`src/rtl/assert_macros.svh`:
```
// Assertion helpers used by the RTL.
`ifndef ASSERT_MACROS_SVH
`define ASSERT_MACROS_SVH

// Same-cycle implication, disabled during reset.
`define ASSERT_IMPLY(lbl, ck, rs, ante, cons, msg) \
  lbl: assert property (@(posedge ck) disable iff (rs) (ante) |-> (cons)) else $error(msg);

// Next-cycle implication, disabled during reset.
`define ASSERT_NEXT(lbl, ck, rs, ante, cons, msg) \
  lbl: assert property (@(posedge ck) disable iff (rs) (ante) |=> (cons)) else $error(msg);

`endif

```
`src/rtl/tlbsa_pkg.sv`:
```
`timescale 1ns / 1ps

package tlbsa_pkg;

  // Geometry. Words per group is kept a power of two.
  localparam int TOP_WORDS       = 1;
  localparam int WPG_LOG2        = 2;
  localparam int WORDS_PER_GROUP = 1 << WPG_LOG2;
  localparam int NUM_GROUPS      = TOP_WORDS * 64;
  localparam int GROUP_W         = $clog2(NUM_GROUPS);
  localparam int WSEL_W          = WPG_LOG2;
  localparam int NUM_WORDS       = NUM_GROUPS * WORDS_PER_GROUP;
  localparam int ADDR_W          = GROUP_W + WSEL_W;
  localparam int SLOT_BITS       = ADDR_W + 6;
  localparam int GROUP_SLOTS     = WORDS_PER_GROUP * 64;
  localparam int CNT_W           = $clog2(GROUP_SLOTS + 1);
  localparam int TOTAL_SLOTS     = NUM_GROUPS * GROUP_SLOTS;

  // Port field widths.
  localparam int MODE_W = 2;
  localparam int SLOT_W = 14;

  typedef enum logic [MODE_W-1:0] {
    MODE_ALLOC = 2'd0,
    MODE_FREE  = 2'd1,
    MODE_QUERY = 2'd2
  } mode_t;

  typedef enum logic [2:0] {
    ST_CLEAR,
    ST_IDLE,
    ST_TOP,
    ST_RD,
    ST_CHK,
    ST_UPD,
    ST_DONE
  } state_t;

  typedef struct packed {
    logic accept;
    logic load_group;
    logic rd;
    logic w_inc;
    logic latch_bit;
    logic upd;
    logic set_nospace;
    logic set_query;
    logic load_out;
    logic clear_step;
  } cmd_t;

  typedef struct packed {
    logic is_alloc;
    logic is_free;
    logic is_query;
    logic top_full;
    logic word_full;
    logic w_last;
    logic bit_set;
    logic in_range;
    logic out_free;
    logic clear_last;
  } stat_t;

  // Index of the lowest zero bit; 63 when none below bit 63 is zero.
  function automatic logic [5:0] lowest_clear64(input logic [63:0] w);
    logic [5:0] idx;
    idx = 6'd63;
    for (int i = 62; i >= 0; i--) begin
      if (!w[i]) idx = 6'(i);
    end
    return idx;
  endfunction

endpackage

```
`src/rtl/tlbsa_ctrl.sv`:
```
`timescale 1ns / 1ps

module tlbsa_ctrl (
  input  logic             clk,
  input  logic             rst,
  input  logic             req_valid,
  output logic             req_ready,
  input  tlbsa_pkg::stat_t stat,
  output tlbsa_pkg::cmd_t  cmd
);

  tlbsa_pkg::state_t state;
  tlbsa_pkg::state_t state_next;

  always_ff @(posedge clk) begin
    if (rst) begin
      state <= tlbsa_pkg::ST_CLEAR;
    end else begin
      state <= state_next;
    end
  end

  always_comb begin
    state_next = state;
    unique case (state)
      tlbsa_pkg::ST_CLEAR: begin
        if (stat.clear_last) state_next = tlbsa_pkg::ST_IDLE;
      end
      tlbsa_pkg::ST_IDLE: begin
        if (req_valid) state_next = tlbsa_pkg::ST_TOP;
      end
      tlbsa_pkg::ST_TOP: begin
        priority if (stat.is_alloc) begin
          state_next = stat.top_full ? tlbsa_pkg::ST_DONE : tlbsa_pkg::ST_RD;
        end else if (stat.is_free || stat.is_query) begin
          state_next = tlbsa_pkg::ST_RD;
        end else begin
          state_next = tlbsa_pkg::ST_DONE;
        end
      end
      tlbsa_pkg::ST_RD: begin
        state_next = tlbsa_pkg::ST_CHK;
      end
      tlbsa_pkg::ST_CHK: begin
        priority if (stat.is_alloc) begin
          if (!stat.word_full) begin
            state_next = tlbsa_pkg::ST_UPD;
          end else if (stat.w_last) begin
            state_next = tlbsa_pkg::ST_DONE;
          end else begin
            state_next = tlbsa_pkg::ST_RD;
          end
        end else if (stat.is_free && stat.in_range && stat.bit_set) begin
          state_next = tlbsa_pkg::ST_UPD;
        end else begin
          state_next = tlbsa_pkg::ST_DONE;
        end
      end
      tlbsa_pkg::ST_UPD: begin
        state_next = tlbsa_pkg::ST_DONE;
      end
      tlbsa_pkg::ST_DONE: begin
        if (stat.out_free) state_next = tlbsa_pkg::ST_IDLE;
      end
      default: state_next = tlbsa_pkg::ST_CLEAR;
    endcase
  end

  always_comb begin
    cmd       = '0;
    req_ready = 1'b0;
    unique case (state)
      tlbsa_pkg::ST_CLEAR: cmd.clear_step = 1'b1;
      tlbsa_pkg::ST_IDLE: begin
        req_ready  = 1'b1;
        cmd.accept = req_valid;
      end
      tlbsa_pkg::ST_TOP: begin
        cmd.load_group  = 1'b1;
        cmd.set_nospace = stat.is_alloc && stat.top_full;
      end
      tlbsa_pkg::ST_RD: cmd.rd = 1'b1;
      tlbsa_pkg::ST_CHK: begin
        if (stat.is_alloc) begin
          cmd.latch_bit   = !stat.word_full;
          cmd.w_inc       = stat.word_full && !stat.w_last;
          cmd.set_nospace = stat.word_full && stat.w_last;
        end
        cmd.set_query = stat.is_query;
      end
      tlbsa_pkg::ST_UPD: cmd.upd = 1'b1;
      tlbsa_pkg::ST_DONE: cmd.load_out = stat.out_free;
      default: cmd = '0;
    endcase
  end

endmodule

```
`config.mk`:
```
export PLATFORM = sky130hd
export DESIGN_NAME = tlbsa_ctrl
export DESIGN_NICKNAME = d
export VERILOG_FILES = /design/src/rtl/assert_macros.svh /design/src/rtl/tlbsa_pkg.sv /design/src/rtl/tlbsa_ctrl.sv
export SDC_FILE = /design/constraint.sdc
export NUM_CORES = 1
export LEC_CHECK = 0
export BUFFER_PORTS_ARGS = -buffer_cell sky130_fd_sc_hd__buf_2
export CORE_AREA = 2 2 39 41
export DETAILED_ROUTE_END_ITERATION = 8
export DIE_AREA = 0 0 41 43
export PLACE_DENSITY = 0.7
export SLEW_MARGIN = 20
export SYNTH_ARGS = -nofsm -noshare
export SYNTH_HDL_FRONTEND = slang
export SYNTH_SLANG_ARGS = --single-unit
```
`constraint.sdc`:
```
create_clock -name clk -period 1.25 [get_ports clk]
set_clock_uncertainty 0.1 [all_clocks]
set_input_delay 0 -clock clk [delete_from_list [all_inputs] [get_ports clk]]
set_output_delay 0 -clock clk [all_outputs]
set_load 0.01 [all_outputs]
```
==> results.yml, run 1 <==
outcome:
  status: "finished with violations"
  violations: "setup timing"
timing:
  max_freq_ghz: 0.783
  hold_viol_final: 0
  setup_ws_ps: -26.9
  finalSetupViolCount: 1
  maxSlewViolCount: 0
  fin_crit_sh: 1.02
  worst_slew_pin_slew_ps: 267
  relSlewSlack: 0.822
  rsz0062_at_grt: "yes"
  finalCriticalPeriod_ps: 1280
detailed_routing:
  drc: 0
  drt_iter0_markers: 11
  via_count: 508
  wirelength_mm: 1.20
  first_pass_iters: 4
  detail-route-antenna-nets: 0
  via_per_inst: 4.93
  wire_per_inst_um: 11.7
critical_path:
  startpoint_type: "flop"
  r2r_end: "state[0]$_SDFFE_PP0P_"
  path_class: "flop to output port"
  cp_max_fo: 7
  reg2regPathDepth: 5
  r2r_slack_ps: 10
  reg2reg_from: "state[1]$_SDFFE_PP0P_"
  cp_data_required_time_ps: 1150
  arrival_ps: 1180
  end_kind: "output port"
yosys:
  ys_seq_area_frac: 0.167
  synthDistinctLibCells: 30
  yosysWarnings: 0
  synth_area_leaders: "dfxtp_1 (17%), nor2_1 (6.3%), a31oi_1 (5.2%), and3_1 (5.2%), nor2b_1 (5.2%)"
  synth_top_area_share: 0.167
  ys_ff_latch: 3
  syn_nets: 65
  netlist_area_um2: 360
  syn_area_per_cell_um2: 6.93
  postSynthCellCount: 52
  synth_top_area_cell: "dfxtp_1"
final_layout:
  synthToLayoutAreaGrowth_pct: 79.5
  largest_reg_flops: 3
  n_fill_cell: 149
  layout_common_cells: "buf_2 (22), buf_4 (8), nor2_1 (5)"
  diodes: 0
  nets: 101
  final_area_um2: 647
  drive_gt1_frac: 0.575
  final_common_cell: "buf_2"
  largestRegisters: "state: 3 flops"
  top_register: "state"
  fin_util: 0.467
pwr:
  p_clk_frac: 0.288
  combPwrFrac: 0.504
  sequentialPowerShare: 0.208
  p_per_area_nw_per_um2: 957
  p_int_mw: 0.391
  sw_frac_of_total: 0.367
  p_switching_mw: 0.227
  p_leak_nw: 0.301
  peakVddDrop_mv: 0.311
floorplan:
  dieArea_um2: 1760
  placementRows: 14
  core-area_um2: 1380
  die_h_um: 43
  io_pins: 24
  start_util: 0.260
  die_w_um: 41
cts:
  numCtsBuffers: 3
  tritoncts: "yes"
  clock_sinks: 3
  cts_max_level: 1
  clk_latency_ps: 240
  clk_path_buf_depth: 2
  ctsRootBufferMaster: "clkbuf_4"
  cts.clk_slew.worst_paths_ps: 40
grt:
  grt_remaining_overflow: 0
  grt_pass1_vias: 414
  track_usage: 0.147
  grt_pass1_wl_mm: 1.68
  antenna_found_initial: 0
  grt_max_degree: 12
hold_path:
  min-delay-path-class: "input pin to flop"
  hp-start: "req_valid"
  min_to: "state[0]$_SDFFE_PP0P_"
  whs_path_depth: 4
place:
  gp_congestion: 0.737
  dpl-instance-area_um2: 520
  hpwl_um: 837
  port_buffers: 23
job:
  max_cap_viol_count: 0
## synth_stat cells
cell type and number:
clkbuf_1 1, nor2b_1 3, nand2_2 1, o211ai_1 1, dfxtp_1 3, inv_1 4, nand3_1 1, nand2b_4 1
nor3b_1 1, and2b_4 1, nor4_1 1, buf_2 1, o21ai_0 2, nor3_2 1, a2111oi_2 1, nor2_1 6
nand2b_1 1, o31ai_1 1, a21oi_1 1, or3_1 1, nand4b_1 1, nand3b_1 1, a31oi_1 3, and3_1 3
nor3_1 3, o221ai_1 1, nand2_1 4, buf_6 1, a21oi_2 1, o22ai_1 1
## worst max-delay path by stage
stage | start | endpoint
2_1_floorplan | state[1]$_SDFFE_PP0P_ | cmd[6]
3_3_place_gp | state[1]$_SDFFE_PP0P_ | state[0]$_SDFFE_PP0P_
3_5_place_dp | state[1]$_SDFFE_PP0P_ | state[0]$_SDFFE_PP0P_
4_1_cts | state[1]$_SDFFE_PP0P_ | cmd[3]
5_1_grt | state[2]$_SDFFE_PP0P_ | cmd[3]
6_report | state[2]$_SDFFE_PP0P_ | cmd[3]
## layout make-up
| cell class | instances | area [µm²] | area share |
|---|---|---|---|
| Tap cell | 16 | 20.0 | 0.0309 |
| Clock buffer | 4 | 26.3 | 0.0406 |
| Sequential cell | 3 | 67.6 | 0.104 |
| Inverter | 4 | 15.0 | 0.0232 |
| Timing Repair Buffer | 34 | 213 | 0.329 |
| Multi-Input combinational cell | 42 | 305 | 0.472 |
## per-layer routing
layer  GRT usage  vias up  wire, µm
met1       0.191      217       500
met4       0.140        0        44
li1            -      258         -
met2       0.197       29       546
met3      0.0157        4       114
met5           0        -         0
## worst max-delay path, cell delays in order (launching register included)
cell and delay (ps):
dfxtp_4 370, nand2b_4 170, o22ai_2 130, nor2b_1 140, buf_2 130
## per-stage QoR
| stage | std cells | power (mW) | TNS [ps] | hold WS, ps | worst slack [ps] |
|---|---|---|---|---|---|
| global route | 103 | 0.660 | -245 | 36.9 | -78.4 |
| global placement | 94 | 0.376 | 0 | 95.7 | 22.6 |
| floorplan | 52 | 0.277 | 0 | -45.9 | 55.4 |
| detailed placement | 94 | 0.381 | -61.9 | 95.9 | -61.9 |
| finish | 103 | 0.619 | -26.9 | 21.3 | -26.9 |
| CTS | 101 | 0.584 | -80.5 | 8.13 | -34.8 |
## timing repair
action	CTS	global route
hold buffers	2	0
hold endpoints to repair	2	0
resized for setup	5	10
buffers inserted	1	2
setup endpoints to repair	7	7
pin swaps	0	1
## power by group through the flow
stage,registers [mW],logic (mW),clock network [mW]
after floorplan,0.120,0.157,0
after global placement,0.124,0.252,0
after detailed placement,0.125,0.256,0
after CTS,0.127,0.274,0.183
after global routing,0.131,0.340,0.189
final,0.129,0.312,0.178
## cell families (layout without fill, tap and decap cells)
logic type | after synthesis | in the layout | share of synthesized area
buffers and inverters | 7 | 42 | 0.0972
DFF | 3 | 3 | 0.167
and+or+nand+nor | 30 | 30 | 0.493
AOI/OAI and AO/OA | 12 | 12 | 0.243
No activity file was read; power rests on OpenSTA's default activity.
==> run 2, diff against run 1 <==
- CORE_AREA: 2 2 39 41 -> 5 5 42 44
- DIE_AREA: 0 0 41 43 -> 0 0 47 49
- TNS_END_PERCENT: default -> 30
==> run 2 against run 1 <==
Against the previous run:
- the flow still finishes with violations (setup timing)
- register-to-register slack about the same
- via count up 5.9%
- non-clock buffer count up 6
- maximum frequency down 2.9%
- die area up 31%
- largest power group unchanged
==> results.yml, run 2 (synthesized netlist as in run 1, its figures left out) <==
detailed_routing:
  drt_iter0_markers: 9
  via_count: 538
  wirelength_mm: 1.32
  drc: 0
  wire_per_inst_um: 12.1
  first_pass_iters: 4
  detail-route-antenna-nets: 0
  via_per_inst: 4.94
grt:
  grt_max_degree: 9
  grt_remaining_overflow: 0
  grt_pass1_wl_mm: 2.08
  grt_pass1_vias: 515
  antenna_found_initial: 0
  track_usage: 0.122
critical_path:
  cp_data_required_time_ps: 1150
  path_depth: 5
  end_kind: "output port"
  crit_chain: "buf_6 > nand2b_4 > o22ai_2 > nor2b_2 > buf_2"
  arrival_ps: 1210
  critPathMaxStageDelay_ps: 330
  path_class: "flop to output port"
  reg2regPathDepth: 4
  worst_path_max_delay_cell: "dfxtp_2"
  critPathTopFamily: "flip-flops"
  cp_max_fo: 5
  crit_buf_inv: 2
  startpoint_type: "flop"
job:
  max_cap_viol_count: 0
cts:
  clk_path_buf_depth: 2
  ctsRootBufferMaster: "clkbuf_4"
  cts_max_level: 1
  clock_sinks: 3
  numCtsBuffers: 3
  tritoncts: "yes"
  clk_latency_ps: 240
  cts.clk_slew.worst_paths_ps: 40
place:
  port_buffers: 23
  gp_congestion: 0.858
  hpwl_um: 960
  numPlacedInstances: 95
final_layout:
  top_register: "state"
  layout_common_cells: "buf_2 (23), buf_4 (9), nor2_1 (5), buf_6 (5)"
  largestRegisters: "state: 3 flops"
  diodes: 0
  drive_gt1_frac: 0.602
  synthToLayoutAreaGrowth_pct: 91.0
  fin_util: 0.491
  nets: 107
  n_fill_cell: 150
  final_common_cell: "buf_2"
  largest_reg_flops: 3
  fin_cells: 109
floorplan:
  placementRows: 14
  start_util: 0.257
  io_pins: 24
  die_w_um: 47
  die_h_um: 49
  core-area_um2: 1400
  dieArea_um2: 2300
outcome:
  status: "finished with violations"
  violations: "setup timing"
timing:
  relSlewSlack: 0.826
  hold_viol_final: 0
  fin_crit_sh: 1.05
  rsz0062_at_grt: "yes"
  max_freq_ghz: 0.761
  worst_slew_pin_slew_ps: 261
  maxSlewViolCount: 0
  finalSetupViolCount: 6
  setup_ws_ps: -64.5
  finalCriticalPeriod_ps: 1310
pwr:
  peakVddDrop_mv: 0.315
  p_leak_nw: 0.333
  p_per_area_nw_per_um2: 972
hold_path:
  whs_path_depth: 3
  min-delay-path-class: "input pin to flop"
-- run 2: layout make-up --
class	instances	area [µm²]	share of cell area
Inverter	4	15.0	0.0218
Tap cell	16	20.0	0.0291
Sequential cell	3	66.3	0.0964
Multi-Input combinational cell	42	292	0.424
Clock buffer	4	26.3	0.0382
Timing Repair Buffer	40	269	0.391
-- run 2: worst paths after layout --
path	from	to	slack, ps
max	state[1]$_SDFFE_PP0P_	cmd[3]	-60
min	stat[4]	state[2]$_SDFFE_PP0P_	20
max reg2reg	state[0]$_SDFFE_PP0P_	state[2]$_SDFFE_PP0P_	10
min reg2reg	state[0]$_SDFFE_PP0P_	state[2]$_SDFFE_PP0P_	620
-- run 2: what timing repair did --
item | CTS | global route
gates cloned | 0 | 0
gates resized for setup | 11 | 7
pin swaps | 2 | 1
hold buffers | 3 | 0
endpoints found under the setup margin | 7 | 13
endpoints found under the hold margin | 2 | 0
setup buffers | 6 | 1
-- run 2: stage by stage --
stage	instance area, µm²	hold WS (ps)	power [mW]	TNS, ps	setup slack [ps]
final	688	21.0	0.669	-169	-64.5
after global routing	688	47.4	0.714	-666	-126
after CTS	666	22.2	0.657	-197	-73.4
after detailed placement	528	99.1	0.392	-9.65	-9.65
after global placement	528	95.5	0.387	0	28.7
after floorplan	360	-45.9	0.277	0	55.4
-- run 2: report_power, final --
part | switching [mW] | internal (mW) | leakage (nW)
sequential | 0.0185 | 0.112 | 0.0261
clock | 0.0612 | 0.120 | 0.0150
combinational | 0.161 | 0.196 | 0.292
-- run 2: metal layers --
layer  vias to the layer above  global-route usage  routed length [µm]
li1                        269                   -                   -
met3                         3              0.0221                 117
met5                         -                   0                   0
met4                         0              0.0691                  30
met2                        23               0.197                 657
met1                       243               0.144                 510
-- run 2: tightest hold or removal path, delay by kind of cell --
| kind | cells | cell delay [ps] |
|---|---|---|
| buf+inv | 1 | 100 |
| compound gates | 2 | 220 |
